`src/sv/usm_pkg.sv`:
```
`timescale 1ns / 1ps
// ----------------------------------------------------------------------------
// usm_pkg
// Shared types, constants and helpers for the 3x3 unsharp mask stream.
// ----------------------------------------------------------------------------
package usm_pkg;

  localparam int MAX_WIDTH    = 256;
  localparam int PIXEL_BITS   = 8;
  localparam int HEIGHT_LIMIT = 1024;

  localparam int COL_BITS    = $clog2(MAX_WIDTH);
  localparam int WIDTH_BITS  = 9;
  localparam int HEIGHT_BITS = 11;
  localparam int COUNT_BITS  = 19;
  localparam int CFG_BITS    = 11;
  localparam int SUM_BITS    = PIXEL_BITS + 4;

  localparam logic [WIDTH_BITS-1:0]  WIDTH_CAP   = WIDTH_BITS'(MAX_WIDTH);
  localparam logic [HEIGHT_BITS-1:0] HEIGHT_CAP  = HEIGHT_BITS'(HEIGHT_LIMIT);
  localparam logic [WIDTH_BITS-1:0]  WIDTH_RST   = WIDTH_BITS'(64);
  localparam logic [HEIGHT_BITS-1:0] HEIGHT_RST  = HEIGHT_BITS'(64);

  // register indexes
  localparam logic CFG_IMAGE_WIDTH  = 1'b0;
  localparam logic CFG_IMAGE_HEIGHT = 1'b1;

  // request modes
  localparam logic MODE_PIXEL = 1'b0;
  localparam logic MODE_FLUSH = 1'b1;

  // x/3 as (x * 2731) >> 13, exact for x below 8192
  localparam int RECIP3_BITS  = 12;
  localparam int RECIP3_SHIFT = 13;
  localparam logic [RECIP3_BITS-1:0] RECIP3 = RECIP3_BITS'(2731);

  typedef enum logic [1:0] {
    DIV_BY_2,
    DIV_BY_3,
    DIV_BY_4
  } div_kind_t;

  typedef struct packed {
    logic accept;
    logic load;
    logic sum;
    logic div_col;
    logic div_row;
    logic commit;
  } usm_cmd_t;

  typedef struct packed {
    logic have;
    logic out_blocked;
  } usm_status_t;

  // weight sum of a 1-2-1 tap set with the outer taps possibly dropped
  function automatic div_kind_t div_kind(input logic drop_a, input logic drop_b);
    div_kind_t k;
    if (!drop_a && !drop_b) begin
      k = DIV_BY_4;
    end else if (drop_a && drop_b) begin
      k = DIV_BY_2;
    end else begin
      k = DIV_BY_3;
    end
    return k;
  endfunction

  function automatic logic [SUM_BITS-1:0] div_small(input logic [SUM_BITS-1:0] x,
                                                    input div_kind_t k);
    logic [SUM_BITS+RECIP3_BITS-1:0] prod;
    logic [SUM_BITS-1:0] q;
    prod = {{RECIP3_BITS{1'b0}}, x} * {{SUM_BITS{1'b0}}, RECIP3};
    case (k)
      DIV_BY_2: q = x >> 1;
      DIV_BY_4: q = x >> 2;
      DIV_BY_3: q = SUM_BITS'(prod[SUM_BITS+RECIP3_BITS-1:RECIP3_SHIFT]);
      default:  q = x;
    endcase
    return q;
  endfunction

endpackage

```
`src/sv/usm_ctrl.sv`:
```
`timescale 1ns / 1ps
// ----------------------------------------------------------------------------
// usm_ctrl
// Sequencer: steps one request through read, window shift, weighted sum,
// two divide passes and the final commit.
// ----------------------------------------------------------------------------
module usm_ctrl
  import usm_pkg::*;
(
  input  logic        clk,
  input  logic        rst,
  input  logic        in_valid,
  output logic        in_stall,
  input  usm_status_t status,
  output usm_cmd_t    cmd
);

  typedef enum logic [2:0] {
    IDLE,
    LOAD,
    SUM,
    DIV_COL,
    DIV_ROW,
    FINISH
  } state_t;

  state_t state;
  logic   finish_ok;

  assign finish_ok = !(status.have && status.out_blocked);

  always_comb begin
    cmd         = '0;
    cmd.accept  = in_valid && !in_stall;
    cmd.load    = (state == LOAD);
    cmd.sum     = (state == SUM);
    cmd.div_col = (state == DIV_COL);
    cmd.div_row = (state == DIV_ROW);
    cmd.commit  = (state == FINISH) && finish_ok;
  end

  always_ff @(posedge clk) begin
    if (rst) begin
      state    <= IDLE;
      in_stall <= 1'b0;
    end else begin
      case (state)
        IDLE: begin
          if (in_valid && !in_stall) begin
            state    <= LOAD;
            in_stall <= 1'b1;
          end
        end
        LOAD:    state <= SUM;
        SUM:     state <= DIV_COL;
        DIV_COL: state <= DIV_ROW;
        DIV_ROW: state <= FINISH;
        FINISH: begin
          if (finish_ok) begin
            state    <= IDLE;
            in_stall <= 1'b0;
          end
        end
        default: begin
          state    <= IDLE;
          in_stall <= 1'b0;
        end
      endcase
    end
  end

endmodule

```
`config.mk`:
```
export PLATFORM = sky130hd
export DESIGN_NAME = usm_ctrl
export DESIGN_NICKNAME = d
export VERILOG_FILES = /design/src/sv/usm_pkg.sv /design/src/sv/usm_ctrl.sv
export SDC_FILE = /design/constraint.sdc
export NUM_CORES = 1
export LEC_CHECK = 0
export BUFFER_PORTS_ARGS = -buffer_cell sky130_fd_sc_hd__buf_2
export CAP_MARGIN = 0
export CORE_AREA = 2 2 39 41
export CTS_CLUSTER_SIZE = 28
export DETAILED_ROUTE_END_ITERATION = 8
export DIE_AREA = 0 0 41 43
export PLACE_DENSITY = 0.48
export SLEW_MARGIN = 5
export SYNTH_ARGS = -nofsm -noshare
export SYNTH_HDL_FRONTEND = slang
export SYNTH_SLANG_ARGS = --single-unit
```
`constraint.sdc`:
```
create_clock -name clk -period 1.1 [get_ports clk]
set_clock_uncertainty 0.2 [all_clocks]
set_input_delay 0.055 -clock clk [delete_from_list [all_inputs] [get_ports clk]]
set_output_delay 0.055 -clock clk [all_outputs]
set_load 0.01 [all_outputs]
```
==> impl_metrics.json, run 1 <==
{
  "cp-start-kind": "flip-flop",
  "synthTopCellsByCount": "4 x dfxtp_1, 3 x nor2_1",
  "dp_cells": 56,
  "placementRows": 14,
  "root_buffer": "clkbuf_4",
  "grt_use_total": 0.0863,
  "antenna_cells": 0,
  "post-dp-hpwl_um": 469,
  "synthToLayoutAreaGrowth_pct": 94.5,
  "ant_nets": 0,
  "cap_viol_max_count": 0,
  "cp_slowest_cell": "dfxtp_4",
  "grt_max_degree": 7,
  "cts_tree": "done",
  "wl_um": 683,
  "synth_edf_count": 0,
  "synth_area_leaders": "dfxtp_1 29%, nor3b_2 9.1%, nor4b_4 8.6%",
  "synth-simple-area-share": 0.382,
  "layout_setup_ws_ns": -0.211,
  "worst_path_dominant_cell_family": "flip-flops",
  "final_layout_size_suffix_gt1_frac": 0.760,
  "insertion_delay_ns": 0.23,
  "p_total_uw": 667,
  "hold_slack_ns": 0.0628,
  "final-setup-viol-count": 8,
  "period_needed_ns": 1.31,
  "slew_headroom": 0.872,
  "grt_first_pass_wirelength_um": 1060,
  "synth.most_common_cell": "dfxtp_1",
  "drtIter0Drc": 1,
  "place_area_um2": 379,
  "core_um2": 1380,
  "final_max_slew_viol_count": 0,
  "synth_xor_area_frac": 0.0318,
  "whs_path_depth": 4,
  "layout.nets": 57,
  "n_fill_cell": 147,
  "synth_warnings": 0,
  "yosysSeqAreaShare": 0.291,
  "min_path_type": "primary input to flip-flop",
  "worst_pin_slew_ns": 0.190,
  "via_count": 277,
  "reg2regPathDepth": 4,
  "multi_input_area_um2": 209,
  "grt_overflow": 0,
  "synth_compound_area_frac": 0.182,
  "peakVddDrop_mv": 0.518,
  "place_ws_ns": -0.0963,
  "synth_top_family_by_area": "simple AND/OR/NAND/NOR gates",
  "die_w_um": 41,
  "drcViolationCount": 0,
  "wl_per_cell_um": 10.3,
  "async_reset_ff_frac": 0,
  "clock_path_buffers": 2,
  "run_status": "finished with violations",
  "p_per_area_nw_per_um2": 1250,
  "end_kind": "output pin",
  "io_pins": 12,
  "syn_area_per_cell_um2": 9.83,
  "syn_inst": 28,
  "cts_made_buffers": 3,
  "die_h_um": 43,
  "gp_congestion": 0.723,
  "synth_fa_ha_area_frac": 0,
  "avgViaCountPerCell": 4.20,
  "ys_ff_latch": 4,
  "synth_top_area_frac": 0.291,
  "yosys.area.top_type": "dfxtp_1",
  "seq_area_um2": 92.6,
  "leakage_nw": 0.252,
  "clk_pin_slew_worst_paths_ns": 0.04,
  "cp_cell_sequence": "buf_6 > nor3b_2 > buf_2",
  "critical-path-max-stage-delay_ns": 0.36,
  "hp-start": "in_valid",
  "antenna_found_initial": 0,
  "hold_viol": 0,
  "post-route-util": 0.387,
  "arrival_ns": 1.06,
  "firstDrtPassIters": 2,
  "timing.rr.start": "state[0]",
  "synth_area_um2": 275,
  "instances_no_fill": 66,
  "hold_path_end": "state[0]",
  "path_max_fanout": 4,
  "violations": "setup timing",
  "period_share": 1.19,
  "synth_cell_types": 19,
  "finalSetupTns_ns": -1.19,
  "path_class": "flip-flop to output pin",
  "initial_utilization": 0.199,
  "synth_mux_area_frac": 0,
  "max_freq_mhz": 763,
  "rsz0062_at_grt": "true",
  "synth_ff_type": "dfxtp_1",
  "h-tree-depth": 1,
  "cts.sinks": 4,
  "dieArea_um2": 1760,
  "r2r-end": "in_stall",
  "r2r_setup_slack_ns": -0.16,
  "cp_data_required_time_ns": 0.84,
  "synth_nets": 33,
  "fin_area_um2": 536,
  "port_buffers": 11,
  "cp.buffers_inverters": 2,
  "grt_pass1_vias": 268
}
area by class of cell:
type | count | area share
inverter | 1 | 0.00701
tap | 16 | 0.0374
sequential | 4 | 0.173
multi-input combinational | 20 | 0.390
timing repair buffer | 22 | 0.350
clock buffer | 3 | 0.0421
cells in the final DEF (no fill, tap or decap), drive strengths merged:
cell type / count
buf: 19
dfxtp: 4
nor2: 3
clkbuf: 3
dlygate4sd3: 3
nor3: 2
nor3b: 2
nor2b: 2
a21oi: 2
inv: 1
nand2b: 1
a21bo: 1
nand2: 1
nor4b: 1
a211oi: 1
o21ba: 1
xnor2: 1
nand3: 1
o31ai: 1
timing repair:
action | 4_1_cts | 5_1_grt
gates cloned | 0 | 0
endpoints found under the setup margin | 9 | 10
buffers inserted | 2 | 2
hold buffers | 3 | 0
endpoints found under the hold margin | 4 | 0
resized for setup | 8 | 10
pin swaps | 3 | 4
worst reg2reg max path, cell delays in order, from the launching register on:
cell,delay (ns)
dfxtp_4,0.35
buf_12,0.13
nor4b_4,0.26
nor2_1,0.09
a211oi_2,0.14
cell families (layout without fill, tap and decap cells):
kind of cell           after synthesis  in the layout
buffers and inverters                4             26
flip-flops                           4              4
AND/OR/NAND/NOR                     13             13
AO/OA/AOI/OAI                        6              6
XOR/XNOR                             1              1
power breakdown:
part	switching (mW)	internal, mW
Sequential	0.0272	0.170
Clock	0.0611	0.122
Combinational	0.111	0.176
state kept, by name (all words and copies together), names as in the netlist:
signal and flops:
state 3, in_stall 1
how the worst max path moves through the flow:
stage	endpoint	slack (ns)	depth (start not counted)	from
CTS	cmd[2]	-0.22	3	state[2]
finish	cmd[2]	-0.21	3	state[2]
global placement	in_stall	-0.1	4	state[0]
global route	cmd[2]	-0.25	3	state[2]
detailed placement	in_stall	-0.1	4	state[0]
floorplan	state[2]	-0.11	4	state[0]
metal layers:
metal	routed length [um]	share of wire	GRT usage	vias to the layer above
met5	0	0	0	-
met4	0	0	0.0600	0
met3	21	0.031	0.0157	0
met2	421	0.62	0.134	3
met1	240	0.35	0.0994	133
li1	-	-	-	141
Note: power is estimated with default switching activity, not from simulation.
==> inputs of run 2 (changes only) <==
- PLACE_DENSITY: 0.48 -> 0.46
- clock period: 1.1 -> 1.5 ns (I/O delays scaled with it)
==> impl_metrics.json, run 2 (synthesis gave the netlist of run 1 again) <==
{
  "run_status": "finished, final reports clean",
  "p_per_area_nw_per_um2": 1040,
  "insertion_delay_ns": 0.24,
  "via_count": 243,
  "p_seq_frac": 0.370,
  "final_common_cell": "buf_2",
  "cp-start-kind": "primary input",
  "cp_slowest_cell": "dlygate4sd3_1",
  "worst_pin_slew_ns": 0.236,
  "crit_top_cell": "buf_2",
  "r2r_setup_slack_ns": 0.23,
  "critical-path-max-stage-delay_ns": 0.53,
  "grt_use_total": 0.0884,
  "hold_viol": 0,
  "max_freq_mhz": 703,
  "most-common-layout-cells": "10 x buf_2, 3 x nor2_1, 3 x clkbuf_4, 3 x dlygate4sd3_1, 3 x dfxtp_2",
  "die_h_um": 43,
  "clock_path_buffers": 2,
  "dieArea_um2": 1760,
  "cts_tree": "done",
  "regMostFlops": "state",
  "core_um2": 1380,
  "period_share": 0.948,
  "n_fill_cell": 160,
  "p_int_uw": 283,
  "largest_reg_flops": 3,
  "io_pins": 12,
  "period_needed_ns": 1.42,
  "root_buffer": "clkbuf_4",
  "port_buffers": 11,
  "path_max_fanout": 3,
  "placementRows": 14,
  "die_w_um": 41,
  "leakage_nw": 0.192,
  "combPwrFrac": 0.297,
  "reg_top3": "state x3, in_stall x1",
  "synthToLayoutAreaGrowth_pct": 41.4,
  "clk_pin_slew_worst_paths_ns": 0.04,
  "arrival_ns": 1.15,
  "layout.nets": 50,
  "slew_headroom": 0.843,
  "avgViaCountPerCell": 4.12,
  "final_layout_size_suffix_gt1_frac": 0.558,
  "path_class": "primary input to output pin",
  "grt_pass1_vias": 254,
  "peakVddDrop_mv": 0.415,
  "cts.sinks": 4,
  "initial_utilization": 0.199,
  "end_kind": "output pin",
  "cap_viol_max_count": 0,
  "antenna_found_initial": 0,
  "gp_congestion": 0.683,
  "grt_first_pass_wirelength_um": 986,
  "cp_data_required_time_ns": 1.22,
  "firstDrtPassIters": 2,
  "rsz0062_at_grt": "false",
  "grt_overflow": 0,
  "cts_made_buffers": 3,
  "min_path_type": "primary input to flip-flop",
  "p_sw_frac": 0.302,
  "clock_power_share": 0.333,
  "wl_um": 566,
  "post-dp-hpwl_um": 437,
  "ant_nets": 0,
  "drcViolationCount": 0,
  "wl_per_cell_um": 9.59,
  "p_switching_uw": 123,
  "p_total_uw": 406,
  "grt_max_degree": 11,
  "cp_cell_sequence": "dlygate4sd3_1 > buf_2 > a21bo_1 > nor2_1 > buf_2",
  "final-setup-viol-count": 0,
  "h-tree-depth": 1,
  "drtIter0Drc": 3,
  "finalSetupTns_ns": 0,
  "antenna_cells": 0,
  "final_max_slew_viol_count": 0
}
-- run 2: final cells by class --
class | count | area [um2] | area share
Tap cell | 16 | 20.0 | 0.0514
Sequential cell | 4 | 83.8 | 0.215
Timing Repair Buffer | 15 | 95.1 | 0.244
Inverter | 1 | 3.75 | 0.00965
Multi-Input combinational cell | 20 | 164 | 0.421
Clock buffer | 3 | 22.5 | 0.0579
-- run 2: worst paths after layout --
kind / startpoint / to / cells past startpoint
min reg2reg: state[0] / state[0] / 1
max reg2reg: state[0] / in_stall / 4
min: in_valid / in_stall / 4
max: status[1] / cmd[0] / 5
-- run 2: power by group through the flow --
stage	registers, mW	clock network (mW)	logic, mW
after floorplan	0.131	0	0.110
after global placement	0.150	0	0.112
after detailed placement	0.150	0	0.113
after CTS	0.149	0.145	0.120
after global routing	0.154	0.151	0.133
final	0.150	0.135	0.121
-- run 2: metal layers --
layer | global-route usage | part of all wire | vias to the layer above
met5 | 0 | 0 | -
met2 | 0.122 | 0.53 | 5
li1 | - | - | 126
met1 | 0.0900 | 0.40 | 112
met4 | 0.0400 | 0 | 0
met3 | 0.0785 | 0.062 | 0
-- run 2: repair_timing --
item / 4_1_cts / 5_1_grt
resized for setup: 2 / 1
setup endpoints to repair: 3 / 1
hold buffers: 3 / 0
setup buffers: 0 / 1
pin swaps: 0 / 2
gates cloned: 0 / 0
endpoints found under the hold margin: 4 / 0
-- run 2: metrics by stage --
step	util	worst slack [ns]	area (um2)	cells	hold slack [ns]
final	0.281	0.0785	389	59	0.0746
after floorplan	-	0.283	275	28	-0.0604
after detailed placement	0.239	0.190	330	53	0.0893
after global routing	0.281	0.00172	389	59	0.102
after global placement	0.239	0.193	330	53	0.0970
after CTS	0.278	0.0625	385	59	0.0718
-- run 2: critical path: cells and delay by family --
| kind | cells | cell delay, ns |
|---|---|---|
| buf+inv | 3 | 0.79 |
| simple gates | 1 | 0.10 |
| compound gates | 1 | 0.19 |
==> inputs of run 3 (changes only) <==
- CELL_PAD_IN_SITES_DETAIL_PLACEMENT: default -> 1
- CELL_PAD_IN_SITES_GLOBAL_PLACEMENT: default -> 2
- PLACE_DENSITY: 0.46 -> 0.68
- REMOVE_ABC_BUFFERS: default -> 1
==> impl_metrics.json, run 3 (synthesis gave the netlist of run 1 again) <==
{
  "final_common_cell": "buf_2",
  "instances_no_fill": 61,
  "die_h_um": 43,
  "cts_made_buffers": 3,
  "slew_headroom": 0.857,
  "period_needed_ns": 1.44,
  "seq_area_um2": 82.6,
  "cap_viol_max_count": 0,
  "post-dp-hpwl_um": 517,
  "n_fill_cell": 177,
  "drcViolationCount": 0,
  "clock_path_buffers": 2,
  "path_max_fanout": 3,
  "arrival_ns": 1.17,
  "root_buffer": "clkbuf_4",
  "grt_first_pass_wirelength_um": 1000,
  "final_max_slew_viol_count": 0,
  "clk_pin_slew_worst_paths_ns": 0.04,
  "wl_um": 621,
  "p_per_area_nw_per_um2": 1020,
  "r2r_setup_slack_ns": 0.25,
  "finalSetupTns_ns": 0,
  "peakVddDrop_mv": 0.351,
  "grt_pass1_vias": 260,
  "insertion_delay_ns": 0.23,
  "reg_top3": "state x3, in_stall x1",
  "avgViaCountPerCell": 4.15,
  "leakage_nw": 0.201,
  "grt_overflow": 0,
  "post-cts-setup-buffer-count": 0,
  "synthToLayoutAreaGrowth_pct": 45.5,
  "cts_tree": "done",
  "wl_per_cell_um": 10.2,
  "io_pins": 12,
  "antenna_found_initial": 0,
  "final_layout_size_suffix_gt1_frac": 0.556,
  "layout.nets": 52,
  "max_freq_mhz": 692,
  "grt_use_total": 0.0863,
  "worst_path_dominant_cell_family": "buffers and inverters",
  "largest_reg_flops": 3,
  "worst_pin_slew_ns": 0.213,
  "cts.sinks": 4,
  "cp_data_required_time_ns": 1.22,
  "cp_slowest_cell": "dlygate4sd3_1",
  "initial_utilization": 0.199,
  "p_total_uw": 409,
  "cp.buffers_inverters": 3,
  "via_count": 253,
  "rsz0062_at_grt": "true",
  "place_ws_ns": 0.235,
  "hold_viol": 0,
  "min_path_type": "primary input to flip-flop",
  "run_status": "finished, final reports clean",
  "path_class": "primary input to output pin",
  "ant_nets": 0,
  "critical-path-max-stage-delay_ns": 0.54,
  "placementRows": 14,
  "h-tree-depth": 1,
  "cp-start-kind": "primary input",
  "firstDrtPassIters": 2,
  "port_buffers": 11,
  "end_kind": "output pin",
  "layout_setup_ws_ns": 0.0551,
  "cp_cell_sequence": "dlygate4sd3_1 > buf_2 > a21bo_1 > nor2_1 > buf_2",
  "multi_input_area_um2": 164,
  "period_share": 0.963,
  "gp_congestion": 0.618,
  "die_w_um": 41,
  "hold_slack_ns": 0.0849,
  "crit_top_cell": "buf_2",
  "antenna_cells": 0,
  "drtIter0Drc": 1,
  "dieArea_um2": 1760,
  "dp_cells": 55,
  "most-common-layout-cells": "11 x buf_2, 3 x nor2_1, 3 x clkbuf_4, 3 x dlygate4sd3_1, 3 x buf_4",
  "final-setup-viol-count": 0,
  "regMostFlops": "state",
  "grt_max_degree": 8,
  "core_um2": 1380
}
[run 3: cell count changes in the layout (fill, tap and decap cells not counted), sizes merged]
cell  delta
buf      +2
[run 3: worst paths after layout]
| path | from | endpoint | cells past startpoint |
|---|---|---|---|
| setup / recovery | status[1] | cmd[0] | 5 |
| hold / removal | in_valid | in_stall | 4 |
| setup reg to reg | state[0] | state[2] | 3 |
| hold reg to reg | state[2] | state[1] | 1 |
[run 3: worst min-delay path, stage by stage]
cell,delay [ns]
buf_2,0.11
nor4b_4,0.12
nor2_1,0.11
a211oi_2,0.06
[run 3: metrics by stage]
stage | instance area, um2 | utilization
4_1_cts | 398 | 0.288
2_1_floorplan | 248 | -
3_5_place_dp | 345 | 0.250
6_report | 400 | 0.289
5_1_grt | 400 | 0.289
3_3_place_gp | 345 | 0.250
[run 3: timing repair]
item	CTS	global route
hold buffers	3	0
setup endpoints to repair	0	4
gates resized for setup	0	2
endpoints found under the hold margin	4	0
[run 3: routing by layer]
metal	track usage	up-vias	share of wire	wire length (um)
met4	0.0800	0	0	0
met1	0.109	112	0.47	294
met5	0	-	0	0
li1	-	130	-	-
met3	0.0157	0	0.081	50
met2	0.116	11	0.44	276
[run 3: area by class of cell]
| cell class | count | area share |
|---|---|---|
| tap | 16 | 0.0500 |
| timing repair buffer | 17 | 0.269 |
| clock buffer | 3 | 0.0562 |
| inverter | 1 | 0.00938 |
| multi-input combinational | 20 | 0.409 |
| sequential | 4 | 0.206 |
[run 3: report_power, final]
part	total, mW	internal, mW	switching (mW)
clock network	0.133	0.0895	0.0433
logic	0.129	0.0732	0.0554
registers	0.147	0.123	0.0245
total	0.409	0.286	0.123
